--- src/sv/scaled_glyph_text_rasterizer_assert.svh ---
// Assertion macros for the glyph rasterizer.
`ifndef SCALED_GLYPH_TEXT_RASTERIZER_ASSERT_SVH
`define SCALED_GLYPH_TEXT_RASTERIZER_ASSERT_SVH

`ifndef SYNTHESIS

// Same-cycle implication, checked outside reset.
`define SGTR_ASSERT_NOW(label, clk, rst_n, ante, cons) \
  label: assert property (@(posedge clk) disable iff (!rst_n) (ante) |-> (cons)) \
    else $error("sgtr assertion failed");

// Next-cycle implication, checked outside reset.
`define SGTR_ASSERT_NEXT(label, clk, rst_n, ante, cons) \
  label: assert property (@(posedge clk) disable iff (!rst_n) (ante) |=> (cons)) \
    else $error("sgtr assertion failed");

`else

`define SGTR_ASSERT_NOW(label, clk, rst_n, ante, cons)
`define SGTR_ASSERT_NEXT(label, clk, rst_n, ante, cons)

`endif

`endif

--- src/sv/sgtr_pkg.sv ---
package sgtr_pkg;

  localparam int unsigned FONT_ROWS = 7;
  localparam int unsigned FONT_COLS = 5;
  localparam int unsigned FONT_DOTS = FONT_ROWS * FONT_COLS;

  localparam logic [3:0] MAX_CLIPPED_CHARS = 4'd15;
  localparam logic [7:0] CHAR_SPACE = 8'h20;

  // Register indexes on the configuration port (byte address / 4).
  localparam logic [2:0] REG_ORIGIN_X     = 3'd0;
  localparam logic [2:0] REG_ORIGIN_Y     = 3'd1;
  localparam logic [2:0] REG_SCALE        = 3'd2;
  localparam logic [2:0] REG_INK          = 3'd3;
  localparam logic [2:0] REG_LIMIT_ENABLE = 3'd4;
  localparam logic [2:0] REG_MAX_WIDTH    = 3'd5;

  typedef enum logic [1:0] {
    ST_IDLE,
    ST_LOOK,
    ST_SCAN
  } sgtr_state_t;

  typedef logic [FONT_DOTS-1:0] glyph_t;

  // Font ROM. Bit i of the result is dot i in row-major order, so bit 0 is the
  // top-left dot. Codes that are not in the font return a blank glyph.
  function automatic glyph_t font_glyph(input logic [7:0] code);
    glyph_t rows;
    glyph_t g;
    case (code)
      "A": rows = {5'b01110, 5'b10001, 5'b10001, 5'b11111, 5'b10001, 5'b10001, 5'b10001};
      "B": rows = {5'b11110, 5'b10001, 5'b10001, 5'b11110, 5'b10001, 5'b10001, 5'b11110};
      "C": rows = {5'b01111, 5'b10000, 5'b10000, 5'b10000, 5'b10000, 5'b10000, 5'b01111};
      "D": rows = {5'b11110, 5'b10001, 5'b10001, 5'b10001, 5'b10001, 5'b10001, 5'b11110};
      "E": rows = {5'b11111, 5'b10000, 5'b10000, 5'b11110, 5'b10000, 5'b10000, 5'b11111};
      "F": rows = {5'b11111, 5'b10000, 5'b10000, 5'b11110, 5'b10000, 5'b10000, 5'b10000};
      "G": rows = {5'b01111, 5'b10000, 5'b10000, 5'b10111, 5'b10001, 5'b10001, 5'b01110};
      "H": rows = {5'b10001, 5'b10001, 5'b10001, 5'b11111, 5'b10001, 5'b10001, 5'b10001};
      "I": rows = {5'b11111, 5'b00100, 5'b00100, 5'b00100, 5'b00100, 5'b00100, 5'b11111};
      "J": rows = {5'b00111, 5'b00010, 5'b00010, 5'b00010, 5'b10010, 5'b10010, 5'b01100};
      "K": rows = {5'b10001, 5'b10010, 5'b10100, 5'b11000, 5'b10100, 5'b10010, 5'b10001};
      "L": rows = {5'b10000, 5'b10000, 5'b10000, 5'b10000, 5'b10000, 5'b10000, 5'b11111};
      "M": rows = {5'b10001, 5'b11011, 5'b10101, 5'b10101, 5'b10001, 5'b10001, 5'b10001};
      "N": rows = {5'b10001, 5'b11001, 5'b10101, 5'b10011, 5'b10001, 5'b10001, 5'b10001};
      "O": rows = {5'b01110, 5'b10001, 5'b10001, 5'b10001, 5'b10001, 5'b10001, 5'b01110};
      "P": rows = {5'b11110, 5'b10001, 5'b10001, 5'b11110, 5'b10000, 5'b10000, 5'b10000};
      "Q": rows = {5'b01110, 5'b10001, 5'b10001, 5'b10001, 5'b10101, 5'b10010, 5'b01101};
      "R": rows = {5'b11110, 5'b10001, 5'b10001, 5'b11110, 5'b10100, 5'b10010, 5'b10001};
      "S": rows = {5'b01111, 5'b10000, 5'b10000, 5'b01110, 5'b00001, 5'b00001, 5'b11110};
      "T": rows = {5'b11111, 5'b00100, 5'b00100, 5'b00100, 5'b00100, 5'b00100, 5'b00100};
      "U": rows = {5'b10001, 5'b10001, 5'b10001, 5'b10001, 5'b10001, 5'b10001, 5'b01110};
      "V": rows = {5'b10001, 5'b10001, 5'b10001, 5'b10001, 5'b10001, 5'b01010, 5'b00100};
      "W": rows = {5'b10001, 5'b10001, 5'b10001, 5'b10101, 5'b10101, 5'b10101, 5'b01010};
      "X": rows = {5'b10001, 5'b10001, 5'b01010, 5'b00100, 5'b01010, 5'b10001, 5'b10001};
      "Y": rows = {5'b10001, 5'b10001, 5'b01010, 5'b00100, 5'b00100, 5'b00100, 5'b00100};
      "Z": rows = {5'b11111, 5'b00001, 5'b00010, 5'b00100, 5'b01000, 5'b10000, 5'b11111};
      "0": rows = {5'b01110, 5'b10001, 5'b10011, 5'b10101, 5'b11001, 5'b10001, 5'b01110};
      "1": rows = {5'b00100, 5'b01100, 5'b00100, 5'b00100, 5'b00100, 5'b00100, 5'b01110};
      "2": rows = {5'b01110, 5'b10001, 5'b00001, 5'b00010, 5'b00100, 5'b01000, 5'b11111};
      "3": rows = {5'b11110, 5'b00001, 5'b00001, 5'b01110, 5'b00001, 5'b00001, 5'b11110};
      "4": rows = {5'b00010, 5'b00110, 5'b01010, 5'b10010, 5'b11111, 5'b00010, 5'b00010};
      "5": rows = {5'b11111, 5'b10000, 5'b10000, 5'b11110, 5'b00001, 5'b00001, 5'b11110};
      "6": rows = {5'b00110, 5'b01000, 5'b10000, 5'b11110, 5'b10001, 5'b10001, 5'b01110};
      "7": rows = {5'b11111, 5'b00001, 5'b00010, 5'b00100, 5'b01000, 5'b01000, 5'b01000};
      "8": rows = {5'b01110, 5'b10001, 5'b10001, 5'b01110, 5'b10001, 5'b10001, 5'b01110};
      "9": rows = {5'b01110, 5'b10001, 5'b10001, 5'b01111, 5'b00001, 5'b00010, 5'b01100};
      "-": rows = {5'b00000, 5'b00000, 5'b00000, 5'b11111, 5'b00000, 5'b00000, 5'b00000};
      "/": rows = {5'b00001, 5'b00010, 5'b00010, 5'b00100, 5'b01000, 5'b01000, 5'b10000};
      ">": rows = {5'b10000, 5'b01000, 5'b00100, 5'b00010, 5'b00100, 5'b01000, 5'b10000};
      "a": rows = {5'b00000, 5'b00000, 5'b01110, 5'b00001, 5'b01111, 5'b10001, 5'b01111};
      "b": rows = {5'b10000, 5'b10000, 5'b10110, 5'b11001, 5'b10001, 5'b11001, 5'b10110};
      "c": rows = {5'b00000, 5'b00000, 5'b01111, 5'b10000, 5'b10000, 5'b10000, 5'b01111};
      "d": rows = {5'b00001, 5'b00001, 5'b01101, 5'b10011, 5'b10001, 5'b10011, 5'b01101};
      "e": rows = {5'b00000, 5'b00000, 5'b01110, 5'b10001, 5'b11111, 5'b10000, 5'b01110};
      "f": rows = {5'b00110, 5'b01001, 5'b01000, 5'b11100, 5'b01000, 5'b01000, 5'b01000};
      "g": rows = {5'b00000, 5'b00000, 5'b01101, 5'b10011, 5'b01111, 5'b00001, 5'b01110};
      "h": rows = {5'b10000, 5'b10000, 5'b10110, 5'b11001, 5'b10001, 5'b10001, 5'b10001};
      "i": rows = {5'b00100, 5'b00000, 5'b01100, 5'b00100, 5'b00100, 5'b00100, 5'b01110};
      "j": rows = {5'b00010, 5'b00000, 5'b00110, 5'b00010, 5'b00010, 5'b10010, 5'b01100};
      "k": rows = {5'b10000, 5'b10010, 5'b10100, 5'b11000, 5'b10100, 5'b10010, 5'b10001};
      "l": rows = {5'b01100, 5'b00100, 5'b00100, 5'b00100, 5'b00100, 5'b00100, 5'b01110};
      "m": rows = {5'b00000, 5'b00000, 5'b11010, 5'b10101, 5'b10101, 5'b10101, 5'b10101};
      "n": rows = {5'b00000, 5'b00000, 5'b10110, 5'b11001, 5'b10001, 5'b10001, 5'b10001};
      "o": rows = {5'b00000, 5'b00000, 5'b01110, 5'b10001, 5'b10001, 5'b10001, 5'b01110};
      "p": rows = {5'b00000, 5'b00000, 5'b11110, 5'b10001, 5'b11110, 5'b10000, 5'b10000};
      "q": rows = {5'b00000, 5'b00000, 5'b01101, 5'b10011, 5'b01111, 5'b00001, 5'b00001};
      "r": rows = {5'b00000, 5'b00000, 5'b10110, 5'b11001, 5'b10000, 5'b10000, 5'b10000};
      "s": rows = {5'b00000, 5'b00000, 5'b01111, 5'b10000, 5'b01110, 5'b00001, 5'b11110};
      "t": rows = {5'b00100, 5'b00100, 5'b11111, 5'b00100, 5'b00100, 5'b00101, 5'b00010};
      "u": rows = {5'b00000, 5'b00000, 5'b10001, 5'b10001, 5'b10001, 5'b10011, 5'b01101};
      "v": rows = {5'b00000, 5'b00000, 5'b10001, 5'b10001, 5'b10001, 5'b01010, 5'b00100};
      "w": rows = {5'b00000, 5'b00000, 5'b10001, 5'b10001, 5'b10101, 5'b10101, 5'b01010};
      "x": rows = {5'b00000, 5'b00000, 5'b10001, 5'b01010, 5'b00100, 5'b01010, 5'b10001};
      "y": rows = {5'b00000, 5'b00000, 5'b10001, 5'b10001, 5'b01111, 5'b00001, 5'b01110};
      "z": rows = {5'b00000, 5'b00000, 5'b11111, 5'b00010, 5'b00100, 5'b01000, 5'b11111};
      default: rows = '0;
    endcase
    // The literals above read left to right, top to bottom; flip them so that
    // the first dot lands in bit 0.
    for (int i = 0; i < FONT_DOTS; i++) begin
      g[i] = rows[FONT_DOTS-1-i];
    end
    return g;
  endfunction

endpackage

--- src/sv/scaled_glyph_text_rasterizer.sv ---
// The first square of a character is presented from the output register after the
// item is taken, with ST_LOOK and the scan over its unlit leading dots in between.
// The block takes a new character only in ST_IDLE, once the last one is done.
// The glyph scan steps one font dot per cycle and holds while a lit dot stalls.
// Reset is synchronous, active low; the registers in the reset branches return to
// their listed defaults, but scan position, code and output data are not reset.
`include "scaled_glyph_text_rasterizer_assert.svh"

module scaled_glyph_text_rasterizer import sgtr_pkg::*; (
  input  logic        clk,
  input  logic        rst_n,

  input  logic        in_valid,
  output logic        in_stall,
  input  logic [7:0]  in_char_code,
  input  logic        in_first_char,

  output logic        out_valid,
  input  logic        out_stall,
  output logic [15:0] out_dot_x,
  output logic [11:0] out_dot_y,
  output logic [3:0]  out_dot_size,
  output logic [3:0]  out_dot_ink,
  output logic        out_last_dot,

  input  logic        psel,
  input  logic        penable,
  input  logic        pwrite,
  input  logic [4:0]  paddr,
  input  logic [31:0] pwdata,
  output logic [31:0] prdata,
  output logic        pready
);

  // Configuration registers.
  logic [10:0] origin_x_r;
  logic [10:0] origin_y_r;
  logic [3:0]  scale_r;
  logic [3:0]  ink_r;
  logic        limit_enable_r;
  logic [11:0] max_width_r;

  // String state.
  logic [15:0] cursor_x_r,       cursor_x_nxt;
  logic [11:0] used_width_r,     used_width_nxt;
  logic [3:0]  chars_taken_r,    chars_taken_nxt;
  logic        string_stopped_r, string_stopped_nxt;

  sgtr_state_t state_r, state_nxt;

  // Scan registers.
  logic [7:0]  code_r;
  glyph_t      glyph_r,  glyph_nxt;
  logic [2:0]  col_r,    col_nxt;
  logic [5:0]  xoff_r,   xoff_nxt;
  logic [11:0] ypos_r,   ypos_nxt;
  logic [6:0]  adv_r;

  // Output register.
  logic        out_valid_r, out_valid_nxt;
  logic [15:0] dot_x_r;
  logic [11:0] dot_y_r;
  logic [3:0]  dot_size_r;
  logic [3:0]  dot_ink_r;
  logic        last_dot_r;

  logic        in_accept;
  logic        cfg_write;
  logic [2:0]  reg_idx;
  logic        scan_step;
  logic        dot_load;
  logic        clip;
  logic [6:0]  adv;
  logic [12:0] width_sum;
  logic [16:0] cursor_sum;
  logic [16:0] dot_x_sum;
  logic [15:0] dot_x_sat;

  assign in_accept = in_valid && !in_stall;
  assign cfg_write = psel && penable && pwrite && pready;
  assign reg_idx   = paddr[4:2];
  assign pready    = 1'b1;

  // ---------------------------------------------------------------------------
  // Configuration port
  // ---------------------------------------------------------------------------
  always_ff @(posedge clk) begin
    if (!rst_n) begin
      origin_x_r     <= '0;
      origin_y_r     <= '0;
      scale_r        <= 4'd1;
      ink_r          <= '0;
      limit_enable_r <= 1'b0;
      max_width_r    <= '0;
    end else if (cfg_write) begin
      case (reg_idx)
        REG_ORIGIN_X:     origin_x_r     <= pwdata[10:0];
        REG_ORIGIN_Y:     origin_y_r     <= pwdata[10:0];
        REG_SCALE:        scale_r        <= pwdata[3:0];
        REG_INK:          ink_r          <= pwdata[3:0];
        REG_LIMIT_ENABLE: limit_enable_r <= pwdata[0];
        REG_MAX_WIDTH:    max_width_r    <= pwdata[11:0];
        default: ;
      endcase
    end
  end

  always_comb begin
    case (reg_idx)
      REG_ORIGIN_X:     prdata = {21'd0, origin_x_r};
      REG_ORIGIN_Y:     prdata = {21'd0, origin_y_r};
      REG_SCALE:        prdata = {28'd0, scale_r};
      REG_INK:          prdata = {28'd0, ink_r};
      REG_LIMIT_ENABLE: prdata = {31'd0, limit_enable_r};
      REG_MAX_WIDTH:    prdata = {20'd0, max_width_r};
      default:          prdata = '0;
    endcase
  end

  // ---------------------------------------------------------------------------
  // Sequencer
  // ---------------------------------------------------------------------------
  always_comb begin
    state_nxt = state_r;
    case (state_r)
      ST_IDLE: begin
        if (in_accept) begin
          state_nxt = ST_LOOK;
        end
      end
      ST_LOOK: begin
        state_nxt = clip ? ST_IDLE : ST_SCAN;
      end
      ST_SCAN: begin
        if (glyph_r == '0) begin
          state_nxt = ST_IDLE;
        end
      end
      default: state_nxt = ST_IDLE;
    endcase
  end

  always_comb begin
    in_stall  = 1'b1;
    scan_step = 1'b0;
    case (state_r)
      ST_IDLE: in_stall = 1'b0;
      ST_LOOK: ;
      // A lit dot moves on only when the output register is free or drains.
      ST_SCAN: scan_step = (glyph_r != '0) && !(glyph_r[0] && out_valid_r && out_stall);
      default: ;
    endcase
  end

  // ---------------------------------------------------------------------------
  // Datapath
  // ---------------------------------------------------------------------------
  // Advance is 4 * scale for a space and 6 * scale for everything else.
  assign adv = {1'b0, scale_r, 2'b00} +
               ((code_r == CHAR_SPACE) ? 7'd0 : {2'b00, scale_r, 1'b0});
  assign width_sum = {1'b0, used_width_r} + {6'd0, adv};
  assign clip = limit_enable_r &&
                (string_stopped_r || (chars_taken_r >= MAX_CLIPPED_CHARS) ||
                 (width_sum > {1'b0, max_width_r}));

  assign cursor_sum = {1'b0, cursor_x_r} + {10'd0, adv_r};
  assign dot_x_sum  = {1'b0, cursor_x_r} + {11'd0, xoff_r};
  assign dot_x_sat  = dot_x_sum[16] ? 16'hFFFF : dot_x_sum[15:0];
  assign dot_load   = scan_step && glyph_r[0];

  always_comb begin
    cursor_x_nxt       = cursor_x_r;
    used_width_nxt     = used_width_r;
    chars_taken_nxt    = chars_taken_r;
    string_stopped_nxt = string_stopped_r;
    glyph_nxt          = glyph_r;
    col_nxt            = col_r;
    xoff_nxt           = xoff_r;
    ypos_nxt           = ypos_r;

    case (state_r)
      ST_IDLE: begin
        if (in_accept && in_first_char) begin
          cursor_x_nxt       = {5'd0, origin_x_r};
          used_width_nxt     = '0;
          chars_taken_nxt    = '0;
          string_stopped_nxt = 1'b0;
        end
      end
      ST_LOOK: begin
        if (clip) begin
          string_stopped_nxt = 1'b1;
          glyph_nxt          = '0;
        end else begin
          if (limit_enable_r) begin
            if (chars_taken_r != 4'hF) begin
              chars_taken_nxt = chars_taken_r + 4'd1;
            end
            used_width_nxt = width_sum[11:0];
          end
          glyph_nxt = font_glyph(code_r);
        end
        col_nxt  = '0;
        xoff_nxt = '0;
        ypos_nxt = {1'b0, origin_y_r};
      end
      ST_SCAN: begin
        if (glyph_r == '0) begin
          cursor_x_nxt = cursor_sum[16] ? 16'hFFFF : cursor_sum[15:0];
        end else if (scan_step) begin
          glyph_nxt = glyph_r >> 1;
          if (col_r == 3'(FONT_COLS - 1)) begin
            col_nxt  = '0;
            xoff_nxt = '0;
            ypos_nxt = ypos_r + {8'd0, scale_r};
          end else begin
            col_nxt  = col_r + 3'd1;
            xoff_nxt = xoff_r + {2'd0, scale_r};
          end
        end
      end
      default: ;
    endcase
  end

  assign out_valid_nxt = dot_load || (out_valid_r && out_stall);

  always_ff @(posedge clk) begin
    if (!rst_n) begin
      state_r          <= ST_IDLE;
      cursor_x_r       <= '0;
      used_width_r     <= '0;
      chars_taken_r    <= '0;
      string_stopped_r <= 1'b0;
      glyph_r          <= '0;
      out_valid_r      <= 1'b0;
    end else begin
      state_r          <= state_nxt;
      cursor_x_r       <= cursor_x_nxt;
      used_width_r     <= used_width_nxt;
      chars_taken_r    <= chars_taken_nxt;
      string_stopped_r <= string_stopped_nxt;
      glyph_r          <= glyph_nxt;
      out_valid_r      <= out_valid_nxt;
    end
  end

  always_ff @(posedge clk) begin
    col_r  <= col_nxt;
    xoff_r <= xoff_nxt;
    ypos_r <= ypos_nxt;
    if (in_accept) begin
      code_r <= in_char_code;
    end
    if (state_r == ST_LOOK) begin
      adv_r <= adv;
    end
    if (dot_load) begin
      dot_x_r    <= dot_x_sat;
      dot_y_r    <= ypos_r;
      dot_size_r <= scale_r;
      dot_ink_r  <= ink_r;
      last_dot_r <= (glyph_r[FONT_DOTS-1:1] == '0);
    end
  end

  assign out_valid    = out_valid_r;
  assign out_dot_x    = dot_x_r;
  assign out_dot_y    = dot_y_r;
  assign out_dot_size = dot_size_r;
  assign out_dot_ink  = dot_ink_r;
  assign out_last_dot = last_dot_r;

  // ---------------------------------------------------------------------------
  // Assertions
  // ---------------------------------------------------------------------------
  `SGTR_ASSERT_NEXT(a_last_empties_glyph, clk, rst_n, dot_load && glyph_r[FONT_DOTS-1:1] == '0, glyph_r == '0)
  `SGTR_ASSERT_NEXT(a_blocked_dot_holds, clk, rst_n, state_r == ST_SCAN && glyph_r[0] && out_valid_r && out_stall, $stable(glyph_r) && out_valid_r)
  `SGTR_ASSERT_NEXT(a_scan_done_idle, clk, rst_n, state_r == ST_SCAN && glyph_r == '0, state_r == ST_IDLE)
  `SGTR_ASSERT_NOW(a_no_take_busy, clk, rst_n, in_accept, state_r == ST_IDLE)

endmodule
--- config.mk ---
export PLATFORM = sky130hd
export DESIGN_NAME = scaled_glyph_text_rasterizer
export DESIGN_NICKNAME = d
export VERILOG_FILES = /design/src/sv/sgtr_pkg.sv /design/src/sv/scaled_glyph_text_rasterizer.sv
export VERILOG_INCLUDE_DIRS = /design/src /design/src/sv
export SDC_FILE = /design/constraint.sdc
export NUM_CORES = 1
export LEC_CHECK = 0
export ABC_AREA = 0
export BUFFER_PORTS_ARGS = -buffer_cell sky130_fd_sc_hd__buf_2
export CAP_MARGIN = 20
export CORE_MARGIN = 5
export CORE_UTILIZATION = 40
export DETAILED_ROUTE_END_ITERATION = 7
export MAX_ROUTING_LAYER = met4
export PLACE_DENSITY_LB_ADDON = 0.05
export SLEW_MARGIN = 30
export SYNTH_ARGS = -nofsm -noshare
export SYNTH_HDL_FRONTEND = slang
export SYNTH_MEMORY_MAX_BITS = 65536
export SYNTH_SLANG_ARGS = --single-unit
--- constraint.sdc ---
create_clock -name clk -period 5.45 [get_ports clk]
set_input_delay 0.2725 -clock clk [delete_from_list [all_inputs] [get_ports clk]]
set_output_delay 0.2725 -clock clk [all_outputs]
set_load 0.005 [all_outputs]
==> impl_metrics.tcl, run 1 <==
set metrics [dict create \
    status "finished clean" \
    slowest_delay_ns 0.43 \
    drive_gt1_frac 0.1268 \
    grt_usage 0.2286 \
    stdcell_area_um2 14750 \
    wl_met3_um 3470 \
    cts.path.max_buffers 3 \
    wl_um 41730 \
    synth-main-ff-cell "dfxtp_1" \
    fmax_mhz 198.8 \
    maxSlewViolCount 0 \
    drc 0 \
    syn_area_um2 13140 \
    portBuffers 81 \
    cts.clk_slew.worst_paths_ns 0.06 \
    htree_num_levels 1 \
    leakagePower_uw 0.006044 \
    dp.cells 1954 \
    yosysTopAreaCell "dfxtp_1" \
    coreArea_um2 32450 \
    setup_tns_ns 0 \
    p_switching_uw 1345 \
    powerDensity_nw_per_um2 301.8 \
    path_class "flip-flop to flip-flop" \
    worstSetupStartpoint "code_r[1]" \
    finalNonFillerCells 2005 \
    synth_area_leaders "dfxtp_1 (23%), edfxtp_1 (16%), ha_1 (5.6%), nand2_1 (4.7%), a21oi_1 (4.3%)" \
    area_growth_pct 12.32 \
    crit_top_cell "ha_1" \
    cts_sinks 220 \
    gp_congestion 0.9720 \
    seqPwrFrac 0.413 \
    worstMarginPinSlew_ns 0.9732 \
    grt_antenna_before_repair 1 \
    hold_class "primary input to flip-flop" \
    top_layer "met4" \
    placed_cell_area_um2 13820 \
    syn_avg_cell_area_um2 8.763 \
    p_clk_frac 0.389 \
    die_height_um 191.2 \
    nNetsFinal 1662 \
    worstPathArrival_ns 5.45 \
    synth_seq_area_share 0.3901 \
    initial_core_util 0.4048 \
    drt-met1-wl_um 19930 \
    slew_headroom 0.3327 \
    hpwl_um 29640 \
    endpoint_kind "flip-flop" \
    first_pass_iters 6 \
    crit_path_start_kind "flip-flop" \
    p_sw_frac 0.3020 \
    rsz0062_at_grt "false" \
    finalClockSkew_ns 0.01169 \
    synth_edf_count 72 \
    setup_violations 0 \
    die_w_um 191.2 \
    path_cells "nor4_4, nand3_1, and2_1, ha_1, a21o_1, a21oi_1, xnor2_1, ha_1, o21a_1, o31ai_1, a211oi_2, nand3_1, xnor2_1, ha_1, nand4_1, a211oi_1, o41ai_1, a31o_2, a21boi_0, buf_4, nor3_4, buf_12, a22o_1" \
    fin_crit_sh 0.9229 \
    antenna_left 0 \
    design.portCount 125 \
    synthDominantCellAreaShare 0.2255 \
    numCtsBuffers 25 \
    routedWlPerCell_um 20.81 \
    drt_iter0_drc 1120 \
    grt_max_degree 64 \
    yosys_warnings 0 \
    rows 66 \
    hold_start "in_char_code[1]" \
    slowest_stage "edfxtp_1" \
    crit_required_ns 5.87 \
    syn-instance-count 1499 \
    r2r-start "code_r[1]" \
    cp_max_fo 35 \
    synthArstFlopShare 0 \
    cap_violations 0 \
    p_int_uw 3107 \
    grt_remaining_overflow 0 \
    synth_cell_types 89 \
    ys_seq_elements 220 \
    layout_min_cycle_time_ns 5.030 \
    grt_pass1_vias 10987 \
    grt_first_pass_wirelength_um 64300 \
    combPwrFrac 0.198 \
    clkLatencyLatePin_ns 0.53 \
    cts_tree "built" \
    peakVddDrop_uv 206.5 \
    cts_root_buf "clkbuf_16" \
    vias 11678 \
    dieArea_um2 36570 \
    wl_met2_um 17120 \
    fin_util 0.4546 \
    fill_cells 3270 \
    viasPerCell 5.824 \
    hold_viol 0 \
]
[metrics by stage]
stage / hold WS [ns] / power (uW) / worst slack [ns]
4_1_cts: 0.004722 / 4474 / 0.09558
2_1_floorplan: 0.3714 / 2445 / 0.8608
3_5_place_dp: 0.4096 / 2722 / 0.1262
6_report: 0.01414 / 4452 / 0.4200
3_3_place_gp: 0.4051 / 2726 / 0.2414
5_1_grt: 0.01378 / 4646 / 0.01192
[power groups by stage]
| stage | clock, uW | sequential, uW | combinational, uW |
|---|---|---|---|
| 6_report | 1730 | 1840 | 881 |
| 3_3_place_gp | 0 | 1870 | 855 |
| 2_1_floorplan | 0 | 1850 | 591 |
| 3_5_place_dp | 0 | 1870 | 849 |
| 4_1_cts | 1780 | 1840 | 856 |
| 5_1_grt | 1850 | 1850 | 945 |
[cell type report]
class	instances	area, um2	area share
clock inverters	10	116.4	0.007887
well taps	442	553.0	0.03748
multi-input cells	1126	7313	0.4957
repair buffers	116	690.7	0.04681
inverters	54	205.2	0.01391
flip-flops and latches	220	5125	0.3474
clock buffers	36	748.2	0.05071
diodes	1	2.502	0.0001696
[critical path, delay by kind of cell, from the launching register on]
family | cells | cell delay [ns]
AOI/OAI and AO/OA | 10 | 1.91
xor gates and xnor gates | 2 | 0.28
adders and majority gates | 3 | 0.94
DFF | 1 | 0.43
and+or+nand+nor | 6 | 0.99
buffers and inverters | 2 | 0.34
[layer usage]
layer,up-vias,track usage
met1,5581,0.3377
met3,104,0.04839
met5,-,-
met4,0,0.06464
met2,476,0.3141
li1,5517,-
[final timing paths]
path,slack (ns),end,depth (start not counted)
worst min register to register,0.42,glyph_r[24],1
worst max register to register,0.42,glyph_r[34],23
worst max-delay path,0.42,glyph_r[34],23
worst min-delay path,0.01,code_r[1],1
[layout by cell type (no fill, tap or decap), types with 17 or more instances in the layout]
cell,synthesis,layout
buf_2,31,81
a22o_1,36,36
dfxtp_1,148,148
a31oi_1,18,18
conb_1,2,21
nand2b_1,17,17
nand2_1,165,165
clkbuf_16,0,26
a21o_1,47,47
a21oi_1,112,112
buf_4,23,30
xor2_1,17,17
o21ai_0,91,90
mux2i_1,49,46
nand3_1,46,46
nor3_1,28,28
edfxtp_1,72,72
ha_1,59,59
nor2_1,131,131
inv_1,49,49
nor2b_1,19,19
[Yosys cell counts, drive strengths merged, types with 13 or more instances]
library cell / n
edfxtp: 72
o21ai: 103
ha: 59
nand4: 15
nor3: 30
nor2b: 19
buf: 67
xnor2: 15
xor2: 17
mux2i: 51
nor4: 13
and3: 13
o211ai: 16
a21oi: 113
dfxtp: 148
nand2b: 17
o221ai: 14
nand3: 46
inv: 52
clkbuf: 51
a21o: 47
nor2: 134
a31oi: 18
a211oi: 13
nand2: 167
a22o: 36
o22ai: 14
mux2: 13
[logic make-up after synthesis]
family / count (synthesis) / synth area share
xor+xnor: 32 / 0.02134
compound gates: 458 / 0.2307
mux: 68 / 0.05839
fa+ha+maj: 66 / 0.06686
simple gates: 481 / 0.1680
other cells: 2 / 0.0005717
buf+inv: 172 / 0.06401
flops: 220 / 0.3901
[repair_timing]
action | in CTS | in global routing
gates resized for setup | 0 | 4
hold buffers | 4 | 0
hold endpoints to repair | 4 | 0
setup buffers | 0 | 0
setup endpoints to repair | 0 | 49
No activity file was read; power rests on OpenSTA's default activity.
==> inputs of run 2 (changes only) <==
--- a/config.mk
+++ b/config.mk
@@ -9,6 +9,8 @@
 export ABC_AREA = 0
 export BUFFER_PORTS_ARGS = -buffer_cell sky130_fd_sc_hd__buf_2
 export CAP_MARGIN = 20
+export CELL_PAD_IN_SITES_DETAIL_PLACEMENT = 1
+export CELL_PAD_IN_SITES_GLOBAL_PLACEMENT = 1
 export CORE_MARGIN = 5
 export CORE_UTILIZATION = 40
 export DETAILED_ROUTE_END_ITERATION = 7
==> impl_metrics.tcl, run 2 (synthesis gave the netlist of run 1 again) <==
set metrics [dict create \
    layout_commonest_cell "nand2_1" \
    rows 66 \
    path_class "flip-flop to flip-flop" \
    rr_worst_depth 21 \
    combPwrFrac 0.198 \
    finalNonFillerCells 2010 \
    slew_headroom 0.3298 \
    top_usage_layer "met2" \
    hold_viol 0 \
    p_clk_frac 0.399 \
    crit_path_start_kind "flip-flop" \
    r2r_slack_ns 0.38 \
    maxSlewViolCount 0 \
    leakagePower_uw 0.006083 \
    drt_iter0_drc 1122 \
    fill_cells 3863 \
    cts_root_buf "clkbuf_16" \
    coreArea_um2 32450 \
    endpoint_kind "flip-flop" \
    p_int_uw 3179 \
    htree_num_levels 1 \
    initial_core_util 0.4048 \
    grt_remaining_overflow 0 \
    min_path_cells 3 \
    cts.path.max_buffers 3 \
    peakVddDrop_uv 290.9 \
    cp_max_fo 35 \
    die_w_um 191.2 \
    seqPwrFrac 0.403 \
    wl_um 47820 \
    p_sw_frac 0.3036 \
    antenna_cells 0 \
    hpwl_um 34640 \
    worstHoldEndpoint "origin_y_r[8]" \
    holdWs_ns 0.02965 \
    drive_gt1_frac 0.1320 \
    multi_input_area_um2 7327 \
    first_pass_iters 5 \
    grt_usage 0.2633 \
    layout_common_cells "nand2_1 (165), dfxtp_1 (148), nor2_1 (131)" \
    die_height_um 191.2 \
    vias 11978 \
    cts_setup_buffers 0 \
    fin_crit_sh 0.9309 \
    p_switching_uw 1386 \
    use_met3 0.03123 \
    grt_antenna_before_repair 0 \
    grt_max_degree 64 \
    grt_pass1_vias 12096 \
    r2r-start "code_r[3]" \
    antenna_left 0 \
    cts.clk_slew.worst_paths_ns 0.06 \
    hold_start "pwdata[8]" \
    seq_area_um2 5125 \
    cts_sinks 220 \
    crit_required_ns 5.87 \
    fmax_mhz 197.1 \
    cts_tree "built" \
    setup_violations 0 \
    fin_util 0.4574 \
    portBuffers 81 \
    use_met1 0.3225 \
    area_growth_pct 13.00 \
    finalClockSkew_ns 0.01458 \
    layout_min_cycle_time_ns 5.074 \
    rsz0062_at_grt "false" \
    status "finished clean" \
    numCtsBuffers 26 \
    routedWlPerCell_um 23.79 \
    dieArea_um2 36570 \
    drc 0 \
    cap_violations 0 \
    grt_use_met2 0.4397 \
    grt_first_pass_wirelength_um 72840 \
    gp_congestion 0.9578 \
    dp.cells 1957 \
    nNetsFinal 1667 \
    worstPathArrival_ns 5.50 \
    viasPerCell 5.959 \
    design.portCount 125 \
    hold_class "primary input to flip-flop" \
    clkLatencyLatePin_ns 0.53 \
    r2r-end "glyph_r[34]" \
    powerDensity_nw_per_um2 307.5 \
    setup_tns_ns 0 \
    worstMarginPinSlew_ns 0.9993 \
]
-- run 2: final cells by class --
class | instances | area share
tap | 442 | 0.03726
multi-input combinational | 1126 | 0.4936
inverter | 54 | 0.01382
clock inverter | 11 | 0.009862
clock buffer | 37 | 0.05150
timing repair buffer | 120 | 0.04872
sequential | 220 | 0.3452
-- run 2: power groups by stage --
| stage | sequential (uW) | clock (uW) | combinational [uW] |
|---|---|---|---|
| CTS | 1840 | 1870 | 888 |
| floorplan | 1850 | 0 | 591 |
| global placement | 1870 | 0 | 874 |
| global route | 1850 | 1940 | 967 |
| detailed placement | 1880 | 0 | 883 |
| finish | 1840 | 1820 | 903 |
-- run 2: per-layer routing --
metal	up-vias	routed length, um	part of all wire
met5	-	0	0
met4	0	2475	0.052
met3	127	2716	0.057
met2	441	23040	0.48
met1	5885	19580	0.41
li1	5525	-	-
-- run 2: critical path: stages (launching register included) --
cell,delay (ns)
edfxtp_1,0.38
nor2_1,0.35
a31oi_1,0.21
ha_1,0.25
fa_1,0.41
xor2_1,0.20
ha_1,0.35
o21ai_0,0.15
o21ai_0,0.26
and2_1,0.20
nand2_1,0.11
xnor2_1,0.16
ha_1,0.32
nand4_1,0.13
a211oi_1,0.23
o41ai_1,0.13
a31o_2,0.30
a21boi_0,0.18
buf_4,0.15
nor3_4,0.04
buf_12,0.17
a22o_1,0.25
-- run 2: how the worst max path moves through the flow --
| stage | startpoint | endpoint |
|---|---|---|
| after floorplan | code_r[0] | glyph_r[0] |
| after global placement | code_r[1] | glyph_r[34] |
| after detailed placement | code_r[6] | glyph_r[34] |
| after CTS | code_r[6] | glyph_r[34] |
| after global routing | code_r[1] | glyph_r[34] |
| final | code_r[3] | glyph_r[34] |
-- run 2: what timing repair did --
action,4_1_cts,5_1_grt
endpoints found under the setup margin,0,51
endpoints found under the hold margin,5,0
hold buffers,5,0
resized for setup,0,5
-- run 2: through the flow --
step	instance area [um2]	power, uW	setup WS, ns
2_1_floorplan	13210	2445	0.8608
3_3_place_gp	13850	2748	0.2039
3_5_place_dp	13850	2758	0.1577
4_1_cts	14810	4593	0.1494
5_1_grt	14840	4753	0.03214
6_report	14840	4565	0.3764
